File: src/hw/rtl/rtcf_pkg.sv
`default_nettype none
package rtcf_pkg;

  // Decoded snapshot after BCD, 12-hour and century handling
  typedef struct packed {
    logic [7:0]  sec;
    logic [7:0]  min;
    logic [7:0]  hour;
    logic [7:0]  day;
    logic [7:0]  month;
    logic [11:0] year;
  } rtcf_time_t;

  localparam logic [7:0]  StatBinary  = 8'h04;
  localparam logic [7:0]  Stat24Hour  = 8'h02;
  localparam logic [7:0]  HourPmFlag  = 8'h80;
  localparam logic [7:0]  HourMask    = 8'h7F;

  localparam logic [11:0] YearBase2000 = 12'd2000;
  localparam logic [11:0] EraBase5     = 12'd2000;
  localparam logic [11:0] EraBase4     = 12'd1600;

  // era*146097 - 719468 for the two eras the year range can reach
  localparam logic signed [18:0] DayOffEra4 = -19'sd135080;
  localparam logic signed [18:0] DayOffEra5 = 19'sd11017;

  localparam logic [15:0] MonthMul    = 16'd153;
  localparam logic [15:0] Recip5      = 16'd52429;  // ceil(2^18 / 5)
  localparam int          Recip5Shift = 18;
  localparam logic [17:0] DaysPerYear = 18'd365;
  localparam logic signed [17:0] SecPerDay = 18'sd86400;

  // Low nibble plus ten times high nibble; nibbles above 9 weigh as they are
  function automatic logic [7:0] bcd_decode(input logic [7:0] v);
    logic [7:0] hi;
    hi = {4'b0000, v[7:4]};
    return {4'b0000, v[3:0]} + (hi << 3) + (hi << 1);
  endfunction

endpackage
`default_nettype wire

File: src/hw/rtl/rtcf_in_if.sv
`default_nettype none
interface rtcf_in_if;
  logic       valid;
  logic       ready;
  logic [7:0] sec_raw;
  logic [7:0] min_raw;
  logic [7:0] hour_raw;
  logic [7:0] day_raw;
  logic [7:0] month_raw;
  logic [7:0] year_raw;
  logic [7:0] century_raw;
  logic [7:0] status_raw;

  modport source (
    output valid, sec_raw, min_raw, hour_raw, day_raw, month_raw, year_raw,
           century_raw, status_raw,
    input  ready
  );
  modport sink (
    input  valid, sec_raw, min_raw, hour_raw, day_raw, month_raw, year_raw,
           century_raw, status_raw,
    output ready
  );
endinterface
`default_nettype wire

File: src/hw/rtl/rtcf_out_if.sv
`default_nettype none
interface rtcf_out_if;
  logic        valid;
  logic        ready;
  logic [31:0] epoch_seconds;

  modport source (output valid, epoch_seconds, input ready);
  modport sink (input valid, epoch_seconds, output ready);
endinterface
`default_nettype wire

File: src/hw/rtl/rtcf_decode.sv
`default_nettype none
module rtcf_decode import rtcf_pkg::*; (
  input  logic [7:0] sec_raw,
  input  logic [7:0] min_raw,
  input  logic [7:0] hour_raw,
  input  logic [7:0] day_raw,
  input  logic [7:0] month_raw,
  input  logic [7:0] year_raw,
  input  logic [7:0] century_raw,
  input  logic [7:0] status_raw,
  output rtcf_time_t tm
);

  logic       bcd_mode;
  logic       twelve;
  logic       pm;
  logic [7:0] hour_m;
  logic [7:0] s_d, mi_d, h_d, d_d, mo_d, y_d, c_d;
  logic [7:0] h_adj;

  assign bcd_mode = (status_raw & StatBinary) == 8'h00;
  assign twelve   = (status_raw & Stat24Hour) == 8'h00;
  assign pm       = twelve && ((hour_raw & HourPmFlag) != 8'h00);
  assign hour_m   = hour_raw & HourMask;

  assign s_d  = bcd_mode ? bcd_decode(sec_raw)     : sec_raw;
  assign mi_d = bcd_mode ? bcd_decode(min_raw)     : min_raw;
  assign h_d  = bcd_mode ? bcd_decode(hour_m)      : hour_m;
  assign d_d  = bcd_mode ? bcd_decode(day_raw)     : day_raw;
  assign mo_d = bcd_mode ? bcd_decode(month_raw)   : month_raw;
  assign y_d  = bcd_mode ? bcd_decode(year_raw)    : year_raw;
  assign c_d  = bcd_mode ? bcd_decode(century_raw) : century_raw;

  always_comb begin
    h_adj = h_d;
    if (twelve) begin
      if (pm && h_d < 8'd12) begin
        h_adj = h_d + 8'd12;
      end else if (!pm && h_d == 8'd12) begin
        h_adj = 8'd0;
      end
    end
  end

  always_comb begin
    tm.sec   = s_d;
    tm.min   = mi_d;
    tm.hour  = h_adj;
    tm.day   = (d_d == 8'd0) ? 8'd1 : d_d;
    tm.month = (mo_d == 8'd0) ? 8'd1 : mo_d;
    case (c_d)
      8'd19:   tm.year = 12'd1900 + {4'b0000, y_d};
      8'd20:   tm.year = 12'd2000 + {4'b0000, y_d};
      8'd21:   tm.year = 12'd2100 + {4'b0000, y_d};
      default: tm.year = YearBase2000 + {4'b0000, y_d};
    endcase
  end

endmodule
`default_nettype wire

File: src/hw/rtl/rtc_fields_to_epoch_seconds_unit.sv
`default_nettype none
// RTC byte snapshot to 32-bit epoch seconds, six register stages.
// Throughput: one item per cycle while epoch.ready holds; each stage refills as soon as it drains,
// so bubbles close up and a stalled output still lets upstream stages fill.
// Reset (rst, synchronous) clears the stage valid bits; data regs are not reset.
module rtc_fields_to_epoch_seconds_unit import rtcf_pkg::*; (
  input  wire        clk,
  input  wire        rst,
  rtcf_in_if.sink    fields,
  rtcf_out_if.source epoch
);

  // Stage map:
  //  1: BCD / 12-hour / century decode, zero day/month fixup
  //  2: March-based year and month, 153*mp+2
  //  3: divide by 5 via reciprocal multiply, year-of-era day count
  //  4: signed day number from 1970, hh:mm:ss in seconds
  //  5: days * 86400 (low 32 bits)
  //  6: final add into output register

  logic [6:1] vld;
  logic [6:1] en;

  // Each stage loads when empty or when its item moves on
  assign en[6] = !vld[6] || epoch.ready;
  assign en[5] = !vld[5] || en[6];
  assign en[4] = !vld[4] || en[5];
  assign en[3] = !vld[3] || en[4];
  assign en[2] = !vld[2] || en[3];
  assign en[1] = !vld[1] || en[2];

  assign fields.ready = en[1];

  always_ff @(posedge clk) begin
    if (rst) begin
      vld <= '0;
    end else begin
      if (en[1]) vld[1] <= fields.valid;
      if (en[2]) vld[2] <= vld[1];
      if (en[3]) vld[3] <= vld[2];
      if (en[4]) vld[4] <= vld[3];
      if (en[5]) vld[5] <= vld[4];
      if (en[6]) vld[6] <= vld[5];
    end
  end

  // ---------------- stage 1: field decode ----------------
  rtcf_time_t tm_dec;
  rtcf_time_t s1_tm;

  rtcf_decode u_decode (
    .sec_raw     (fields.sec_raw),
    .min_raw     (fields.min_raw),
    .hour_raw    (fields.hour_raw),
    .day_raw     (fields.day_raw),
    .month_raw   (fields.month_raw),
    .year_raw    (fields.year_raw),
    .century_raw (fields.century_raw),
    .status_raw  (fields.status_raw),
    .tm          (tm_dec)
  );

  always_ff @(posedge clk) begin
    if (en[1]) s1_tm <= tm_dec;
  end

  // ---------------- stage 2: shifted year/month ----------------
  // Year starts in March, so Jan/Feb belong to the previous year.
  // Year range 1899..2355 spans only eras 4 and 5.
  logic [11:0] yy;
  logic        era5_c;
  logic [11:0] yoe_w;
  logic [7:0]  mp;
  logic [15:0] q_c;

  logic [7:0]  s2_sec, s2_min, s2_hour, s2_day;
  logic        s2_era5;
  logic [8:0]  s2_yoe;
  logic [15:0] s2_q;

  always_comb begin
    yy     = (s1_tm.month <= 8'd2) ? s1_tm.year - 12'd1 : s1_tm.year;
    era5_c = yy >= EraBase5;
    yoe_w  = yy - (era5_c ? EraBase5 : EraBase4);
    mp     = (s1_tm.month > 8'd2) ? s1_tm.month - 8'd3 : s1_tm.month + 8'd9;
    q_c    = {8'b0, mp} * MonthMul + 16'd2;
  end

  always_ff @(posedge clk) begin
    if (en[2]) begin
      s2_sec  <= s1_tm.sec;
      s2_min  <= s1_tm.min;
      s2_hour <= s1_tm.hour;
      s2_day  <= s1_tm.day;
      s2_era5 <= era5_c;
      s2_yoe  <= yoe_w[8:0];
      s2_q    <= q_c;
    end
  end

  // ---------------- stage 3: day-of-year, day-of-era ----------------
  // q < 2^16, where the 18-bit reciprocal of 5 is exact
  // day-of-era reaches 146096, so it needs 18 bits
  logic [31:0] q_prod;
  logic [17:0] yoe_days;
  logic [1:0]  cent_cnt;

  logic [7:0]  s3_sec, s3_min, s3_hour, s3_day;
  logic        s3_era5;
  logic [12:0] s3_doy_base;
  logic [17:0] s3_yoe_days;

  always_comb begin
    q_prod   = {16'b0, s2_q} * {16'b0, Recip5};
    cent_cnt = {1'b0, s2_yoe >= 9'd100} + {1'b0, s2_yoe >= 9'd200}
             + {1'b0, s2_yoe >= 9'd300};
    yoe_days = {9'b0, s2_yoe} * DaysPerYear + {11'b0, s2_yoe[8:2]}
             - {16'b0, cent_cnt};
  end

  always_ff @(posedge clk) begin
    if (en[3]) begin
      s3_sec      <= s2_sec;
      s3_min      <= s2_min;
      s3_hour     <= s2_hour;
      s3_day      <= s2_day;
      s3_era5     <= s2_era5;
      s3_doy_base <= q_prod[Recip5Shift+12:Recip5Shift];
      s3_yoe_days <= yoe_days;
    end
  end

  // ---------------- stage 4: day number and time of day ----------------
  logic signed [18:0] days_c;
  logic [18:0]        tod_c;

  logic signed [18:0] s4_days;
  logic [18:0]        s4_tod;

  always_comb begin
    days_c = (s3_era5 ? DayOffEra5 : DayOffEra4)
           + $signed({1'b0, s3_yoe_days})
           + $signed({6'b0, s3_doy_base})
           + $signed({11'b0, s3_day})
           - 19'sd1;
    tod_c  = {11'b0, s3_hour} * 19'd3600 + {11'b0, s3_min} * 19'd60
           + {11'b0, s3_sec};
  end

  always_ff @(posedge clk) begin
    if (en[4]) begin
      s4_days <= days_c;
      s4_tod  <= tod_c;
    end
  end

  // ---------------- stage 5: days to seconds ----------------
  logic signed [36:0] day_sec;
  logic [31:0]        s5_day_sec;
  logic [18:0]        s5_tod;

  assign day_sec = s4_days * SecPerDay;

  always_ff @(posedge clk) begin
    if (en[5]) begin
      s5_day_sec <= day_sec[31:0];
      s5_tod     <= s4_tod;
    end
  end

  // ---------------- stage 6: output register ----------------
  logic [31:0] total;

  always_ff @(posedge clk) begin
    if (en[6]) total <= s5_day_sec + {13'b0, s5_tod};
  end

  assign epoch.valid         = vld[6];
  assign epoch.epoch_seconds = total;

endmodule
`default_nettype wire
File: src/flat_wrapper.sv
// flat-port wrapper written by rule: the top's interface ports become plain ports
module rtc_fields_to_epoch_seconds_unit_flat import rtcf_pkg::*;
  (clk, rst, fields_valid, fields_sec_raw, fields_min_raw, fields_hour_raw, fields_day_raw, fields_month_raw, fields_year_raw, fields_century_raw, fields_status_raw, fields_ready, epoch_valid, epoch_epoch_seconds, epoch_ready);
  rtcf_in_if fields_i ();
  rtcf_out_if epoch_i ();
  input  wire clk;
  input  wire rst;
  input wire logic [$bits(fields_i.valid)-1:0] fields_valid;
  input wire logic [$bits(fields_i.sec_raw)-1:0] fields_sec_raw;
  input wire logic [$bits(fields_i.min_raw)-1:0] fields_min_raw;
  input wire logic [$bits(fields_i.hour_raw)-1:0] fields_hour_raw;
  input wire logic [$bits(fields_i.day_raw)-1:0] fields_day_raw;
  input wire logic [$bits(fields_i.month_raw)-1:0] fields_month_raw;
  input wire logic [$bits(fields_i.year_raw)-1:0] fields_year_raw;
  input wire logic [$bits(fields_i.century_raw)-1:0] fields_century_raw;
  input wire logic [$bits(fields_i.status_raw)-1:0] fields_status_raw;
  output wire logic [$bits(fields_i.ready)-1:0] fields_ready;
  output wire logic [$bits(epoch_i.valid)-1:0] epoch_valid;
  output wire logic [$bits(epoch_i.epoch_seconds)-1:0] epoch_epoch_seconds;
  input wire logic [$bits(epoch_i.ready)-1:0] epoch_ready;
  assign fields_i.valid = fields_valid;
  assign fields_i.sec_raw = fields_sec_raw;
  assign fields_i.min_raw = fields_min_raw;
  assign fields_i.hour_raw = fields_hour_raw;
  assign fields_i.day_raw = fields_day_raw;
  assign fields_i.month_raw = fields_month_raw;
  assign fields_i.year_raw = fields_year_raw;
  assign fields_i.century_raw = fields_century_raw;
  assign fields_i.status_raw = fields_status_raw;
  assign fields_ready = fields_i.ready;
  assign epoch_valid = epoch_i.valid;
  assign epoch_epoch_seconds = epoch_i.epoch_seconds;
  assign epoch_i.ready = epoch_ready;
  rtc_fields_to_epoch_seconds_unit u_core (.clk(clk), .rst(rst), .fields(fields_i), .epoch(epoch_i));
endmodule
File: config.mk
export PLATFORM = sky130hd
export DESIGN_NAME = rtc_fields_to_epoch_seconds_unit_flat
export DESIGN_NICKNAME = d
export VERILOG_FILES = /design/src/hw/rtl/rtcf_pkg.sv /design/src/hw/rtl/rtcf_in_if.sv /design/src/hw/rtl/rtcf_out_if.sv /design/src/hw/rtl/rtcf_decode.sv /design/src/hw/rtl/rtc_fields_to_epoch_seconds_unit.sv /design/src/flat_wrapper.sv
export SDC_FILE = /design/constraint.sdc
export NUM_CORES = 1
export LEC_CHECK = 0
export BUFFER_PORTS_ARGS = -buffer_cell sky130_fd_sc_hd__buf_2
export CORE_MARGIN = 5
export CORE_UTILIZATION = 50
export DETAILED_ROUTE_END_ITERATION = 10
export GPL_TIMING_DRIVEN = 0
export PLACE_DENSITY = 0.69
export SLEW_MARGIN = 20
export SYNTH_ARGS = -nofsm -noshare
export SYNTH_HDL_FRONTEND = slang
export SYNTH_SLANG_ARGS = --single-unit
File: constraint.sdc
create_clock -name clk -period 7.4 [get_ports clk]
set_input_delay 1.48 -clock clk [delete_from_list [all_inputs] [get_ports clk]]
set_output_delay 1.48 -clock clk [all_outputs]
set_load 0.1 [all_outputs]
== Word level (Yosys, flattened, before mapping) ==
Index checks and enable logic that the tools add are counted.

* Flip-flop bits (word level): 294
* Input port bits: 68
* Logic and storage cells: 116

* Add/sub/neg operators: 34
* Multipliers: 6
* Order comparisons: 7
* Equal/unequal tests: 3
* Muxes and demuxes: 15
* Reduce and logical (&&, ||, !) cells: 20

{| class="wikitable"
|+ Operator list
! cell !! number
|-
| $mux W8 || 11
|-
| $add A4 B7 Y8 || 6
|-
| $add A8 B5 Y8 || 6
|-
| $add A19 B14 Y19 || 2
|-
| $add A32 B19 Y32 || 1
|-
| $logic_not A8 Y1 || 4
|-
| $mul A16 B16 Y31 const B || 1
|-
| $mul A19 B11 Y25 const B || 1
|-
| $add A11 B8 Y12 const A || 2
|-
| $pmux W12 S2 || 1
|-
| $add A19 B19 Y19 || 1
|-
| $add A19 B8 Y19 || 1
|-
| $add A19 B9 Y19 || 1
|-
| $mux W19 || 1
|-
| $sub A19 B2 Y19 const B || 1
|-
| $add A18 B7 Y18 || 1
|-
| $mul A9 B9 Y18 const B || 1
|-
| $sub A18 B2 Y18 || 1
|-
| $add A16 B2 Y16 const B || 1
|-
| $add A8 B4 Y8 const B || 2
|-
| $eq A8 B5 Y1 const B || 2
|-
| $mul A8 B8 Y16 const B || 1
|-
| $mul A8 B8 Y15 const B || 1
|-
| $add A12 B8 Y12 const A || 1
|-
| other kinds (21) || 34
|}

== Longest topological paths before layout ==
* Word-level depth: 8
* Mapped depth: 26
* Depth with buffers taken out: 26

== Cells and area by module ==
From an unflattened synthesis, not the netlist that was laid out.

* Cell total of the unflattened synthesis: 2364
* Area, all modules: 26944.6 µm²

{| class="wikitable"
|+ By module, submodules not included
! module !! times used !! cells an instance !! area an instance (µm²) !! sequential area each (µm²)
|-
| rtc_fields_to_epoch_seconds_unit || 1 || 2034 || 24260.8 || 8768.4
|-
| rtcf_decode || 1 || 330 || 2683.8 || 0.0
|}

== Worst setup path after synthesis ==
Ideal clock, no wire load.

* Path type: reg-to-reg
* Start point: register u_core.s1_tm[19] in the netlist's numbering
* End point: register u_core.s2_q[14], data pin
* Setup time: 258 ps
* Data arrival time: 5900 ps
* Data required time: 7142 ps
* Slack: 1242 ps
* Cell stages (with the launch flop): 21
* Cells stage by stage: edfxtp_1 -> or4_4 -> nor4_1 -> inv_1 -> ha_1 -> a211oi_1 -> o21bai_1 -> a21oi_1 -> xnor2_1 -> ha_1 -> ha_1 -> fa_1 -> ha_1 -> nor2b_1 -> o21a_1 -> o21a_1 -> o21a_1 -> or4_1 -> a31o_2 -> a21oi_1 -> xnor2_1

* Longest elaborated chain between the ends: 4
* Elaborated cells on any way between the ends: 6

{| class="wikitable"
|+ Ends and longest elaborated chain
! item !! line !! RTL
|-
| start, declared || rtc_fields_to_epoch_seconds_unit.sv:49 || <nowiki>rtcf_time_t s1_tm;</nowiki>
|-
| start signal, assigned || rtc_fields_to_epoch_seconds_unit.sv:64 || <nowiki>if (en[1]) s1_tm <= tm_dec;</nowiki>
|-
| $add A8 B4 Y8, or another cell as far along || rtc_fields_to_epoch_seconds_unit.sv:85 || <nowiki>mp = (s1_tm.month > 8'd2) ? s1_tm.month - 8'd3 : s1_tm.month + 8'd9;</nowiki>
|-
| $mux W8 (*) || rtc_fields_to_epoch_seconds_unit.sv:85 ||
|-
| $mul A8 B8 Y16 (*) || rtc_fields_to_epoch_seconds_unit.sv:86 || <nowiki>q_c = {8'b0, mp} * MonthMul + 16'd2;</nowiki>
|-
| $add A16 B2 Y16 (*) || rtc_fields_to_epoch_seconds_unit.sv:86 ||
|-
| via u_core.q_c[14] || rtc_fields_to_epoch_seconds_unit.sv:74 || <nowiki>logic [15:0] q_c;</nowiki>
|-
| end signal, assigned || rtc_fields_to_epoch_seconds_unit.sv:97 || <nowiki>s2_q <= q_c;</nowiki>
|-
| end, declared || rtc_fields_to_epoch_seconds_unit.sv:79 || <nowiki>logic [15:0] s2_q;</nowiki>
|}

The timed path passes the listed nets; every way through them passes the cells marked *.
A chain may end at the register's enable or synchronous reset.

== Final worst setup path ==
* Start point: register u_core.s1_tm[12] in the netlist's numbering
* End point: register u_core.s2_q[14], data pin

* Longest elaborated chain between the ends: 4
* Elaborated cells on any way between the ends: 6

{| class="wikitable"
|+ Ends and longest elaborated chain
! item !! line !! RTL
|-
| $add A8 B4 Y8, or another cell as far along || rtc_fields_to_epoch_seconds_unit.sv:85 ||
|-
| $mux W8 (*) || rtc_fields_to_epoch_seconds_unit.sv:85 ||
|-
| via u_core.mp[0] || rtc_fields_to_epoch_seconds_unit.sv:73 || <nowiki>logic [7:0] mp;</nowiki>
|-
| $mul A8 B8 Y16 (*) || rtc_fields_to_epoch_seconds_unit.sv:86 ||
|-
| $add A16 B2 Y16 (*) || rtc_fields_to_epoch_seconds_unit.sv:86 ||
|-
| via u_core.q_c[14] || rtc_fields_to_epoch_seconds_unit.sv:74 ||
|}

Marked as above.

==> run metrics <==
worst-path fanout max 6; die width 240 um; max_cap viols 0; Final GP Congestion 0.886; Final Skew about 0.016 ns; Final Net Count around 3200; die area around 58000 um2; r2r setup slk 0.58 ns; global-route wire length before repair 81200 um; synthesis-to-finish area growth 9.43%; Root Buffer clkbuf_16; Post-synth EDFFs approximately 290; layout cells sized above 1 7.86%; cell mode on critical path ha_1; Synth Net Count ~3100; Netlist cell types 73; clock tree buffer depth 3; critical-path cell with the highest stage delay nor4_1; Post-Synthesis Cells 2323; largest net degree at the start of global routing 61; clock sinks 294; unrepaired setup endpoints after global routing false; setup TNS 0 ns; Inserted Clock Buffers 30; dpl cells approximately 3100; initial antenna violation count 0; DP Wirelength between 30000 and 40000 um; Initial Utilization 50.5%; Final min period 6.82 ns; vias in the first global route roughly 17000; most frequent cells in the layout ha_1 (489), inv_1 (479), edfxtp_1 (288); Synth area leader edfxtp_1; Seq cells post-synth around 290; post-synth top area share 32.6%; drt first pass iters 5; leading register cell type out of synthesis edfxtp_1; sequential share of the synthesized area between 30% and 40%; syn_area_per_cell around 11 um2; most common cell after layout, fill and taps aside ha_1; DR vias about 16000; IO buf count 95; Synth area leaders edfxtp_1 (33%), ha_1 (23%), fa_1 (17%), inv_1 (6.8%), xnor2_1 (3.9%); final hold vios 0; drt via density 5.11; IO Count just over 100; Starting DRT DRC Count between 600 and 700; core area ~53000 um2; final worst-path cycle share a little over 90%; Clk pin slew, worst setup/hold paths about 0.07 ns; HP Class reg -> reg; CTS Hold Bufs 0; CTS tree yes; CP arrival 7.14 ns; final-report max-slew violation count 0; startpoint types flip-flop; DR DRC count 0; Rows 84; DRT antenna net count 0; FMAX 0.147 GHz; postcts setup bufs 0; post-CTS resize count 0; fraction of registers with async set/reset 0%; worst path buffer plus inverter count 2; Max-slew headroom a little over two fifths; mapped cell area about 27000 um2; critical path endpoint category flip-flop; Avg WL per Cell roughly 15 um; Non-Filler Instances 3169; worst path cell trace inv_1 -> ha_1 -> nor2b_1 -> nor4_1 -> inv_1 -> ha_1 -> a211oi_1 -> o21bai_1 -> a21oi_1 -> xnor2_1 -> ha_1 -> ha_1 -> fa_1 -> ha_1 -> nor2b_1 -> o21a_1 -> o21a_1 -> o21a_1 -> or4_1 -> a31o_2 -> a21oi_1 -> xnor2_1; slowest stage delay, CP between 0.6 and 0.7 ns; Setup Crit Path Kind reg -> reg; Die Ht between 200 and 250 um; Yosys warnings 0; Final setup viols 0; Antenna diodes 0; Routed WL 46500 um; cell family with most CP delay adder cells; htree depth 1; Fillers ~4400; status completed; worst-skew pair later-pin latency 0.58 ns; measured slew at the worst slew-check pin 0.847 ns; Critical Path RT between 7 and 8 ns; Global Route Usage Sum 16.7%; aggregate global routing overflow 0
## registers in the layout, indices dropped and copies added, names as in the netlist, 16 cells and up
register                    cells
u_core.s1_tm                   52
u_core.s4_days                 19
u_core.s4_tod                  19
u_core.s3_yoe_days             18
u_core.s2_q                    16
u_core.s5_tod                  19
u_core.epoch.epoch_seconds     32
u_core.s5_day_sec              25
## cells in the mapped netlist (all sizes together), types with 3 or more instances
cell / n
ha: 489
inv: 482
edfxtp: 288
fa: 221
xnor2: 117
a21oi: 108
nor2: 78
nand2: 70
o21ai: 63
xor2: 54
nor3: 38
a21o: 35
nor2b: 24
nand3: 23
mux2: 18
o21bai: 16
and3: 14
nand2b: 14
o21a: 12
or3: 9
a21boi: 8
and2: 7
o211ai: 7
o22ai: 7
o31a: 7
o41ai: 7
or2: 7
a211oi: 6
a31oi: 6
clkbuf: 6
dfxtp: 6
nand4: 6
mux2i: 5
nor4: 5
or4: 5
a221oi: 4
nor3b: 4
o221ai: 4
o31ai: 4
a22oi: 3
and4: 3
nand4b: 3
## per-stage QoR
| step | utilization (%) | setup slack, ns | hold slack (ns) | area, um2 |
|---|---|---|---|---|
| after floorplan | - | 1.24 | 0.400 | 26500 |
| after global placement | 53.1 | 0.523 | 0.400 | 27900 |
| after detailed placement | 53.3 | 0.603 | 0.405 | 28000 |
| after CTS | 55.3 | 0.550 | 0.399 | 29000 |
| after global routing | 55.3 | 0.162 | 0.412 | 29000 |
| final | 55.3 | 0.578 | 0.411 | 29000 |
## kinds of logic after synthesis
logic type | after synthesis | synth area share (%)
other | 1 | 0.0141
adders and majority gates | 710 | 39.7
xor gates and xnor gates | 171 | 5.64
and+or+nand+nor | 316 | 6.03
DFF | 294 | 33.0
muxes | 23 | 0.952
AOI/OAI and AO/OA | 318 | 7.67
buffers and inverters | 490 | 6.93
## per-layer routing
metal  part of all wire (%)  GRT usage [%]
met2                     49           30.2
met4                    2.0           3.32
met5                      0              0
met3                    2.5           1.69
met1                     46           22.1
## worst reg2reg max path, stage by stage (launching register included)
cell and delay, ns:
edfxtp_1 0.44, inv_1 0.21, ha_1 0.19, nor2b_1 0.08, nor4_1 0.67, inv_1 0.28
ha_1 0.39, a211oi_1 0.48, o21bai_1 0.11, a21oi_1 0.26, xnor2_1 0.30, ha_1 0.33
ha_1 0.32, fa_1 0.49, ha_1 0.34, nor2b_1 0.15, o21a_1 0.19, o21a_1 0.18
o21a_1 0.18, or4_1 0.43, a31o_2 0.25, a21oi_1 0.19, xnor2_1 0.09
## path summary, 6_finish.rpt
kind,from,end,cells past startpoint
setup / recovery,u_core.s1_tm[12]$_SDFFCE_PN1P_,u_core.s2_q[14]$_DFFE_PP_,22
hold / removal,u_core.s1_tm[31]$_DFFE_PP_,u_core.s2_hour[3]$_DFFE_PP_,0
setup reg to reg,u_core.s1_tm[12]$_SDFFCE_PN1P_,u_core.s2_q[14]$_DFFE_PP_,22
hold reg to reg,u_core.s1_tm[31]$_DFFE_PP_,u_core.s2_hour[3]$_DFFE_PP_,0
## layout make-up
cell class / instances / area (um2) / share of cell area (%)
inverters: 482 / 1810 / 6.23
repair buffers: 102 / 596 / 2.05
clock inverters: 17 / 219 / 0.754
flip-flops and latches: 294 / 8770 / 30.2
well taps: 688 / 861 / 2.96
multi-input cells: 1539 / 16000 / 54.9
clock buffers: 39 / 805 / 2.77
plain buffers: 8 / 30.0 / 0.103
Power is not shown: default switching activity piles up to over one toggle a cycle in this logic, so the estimate is an artifact.
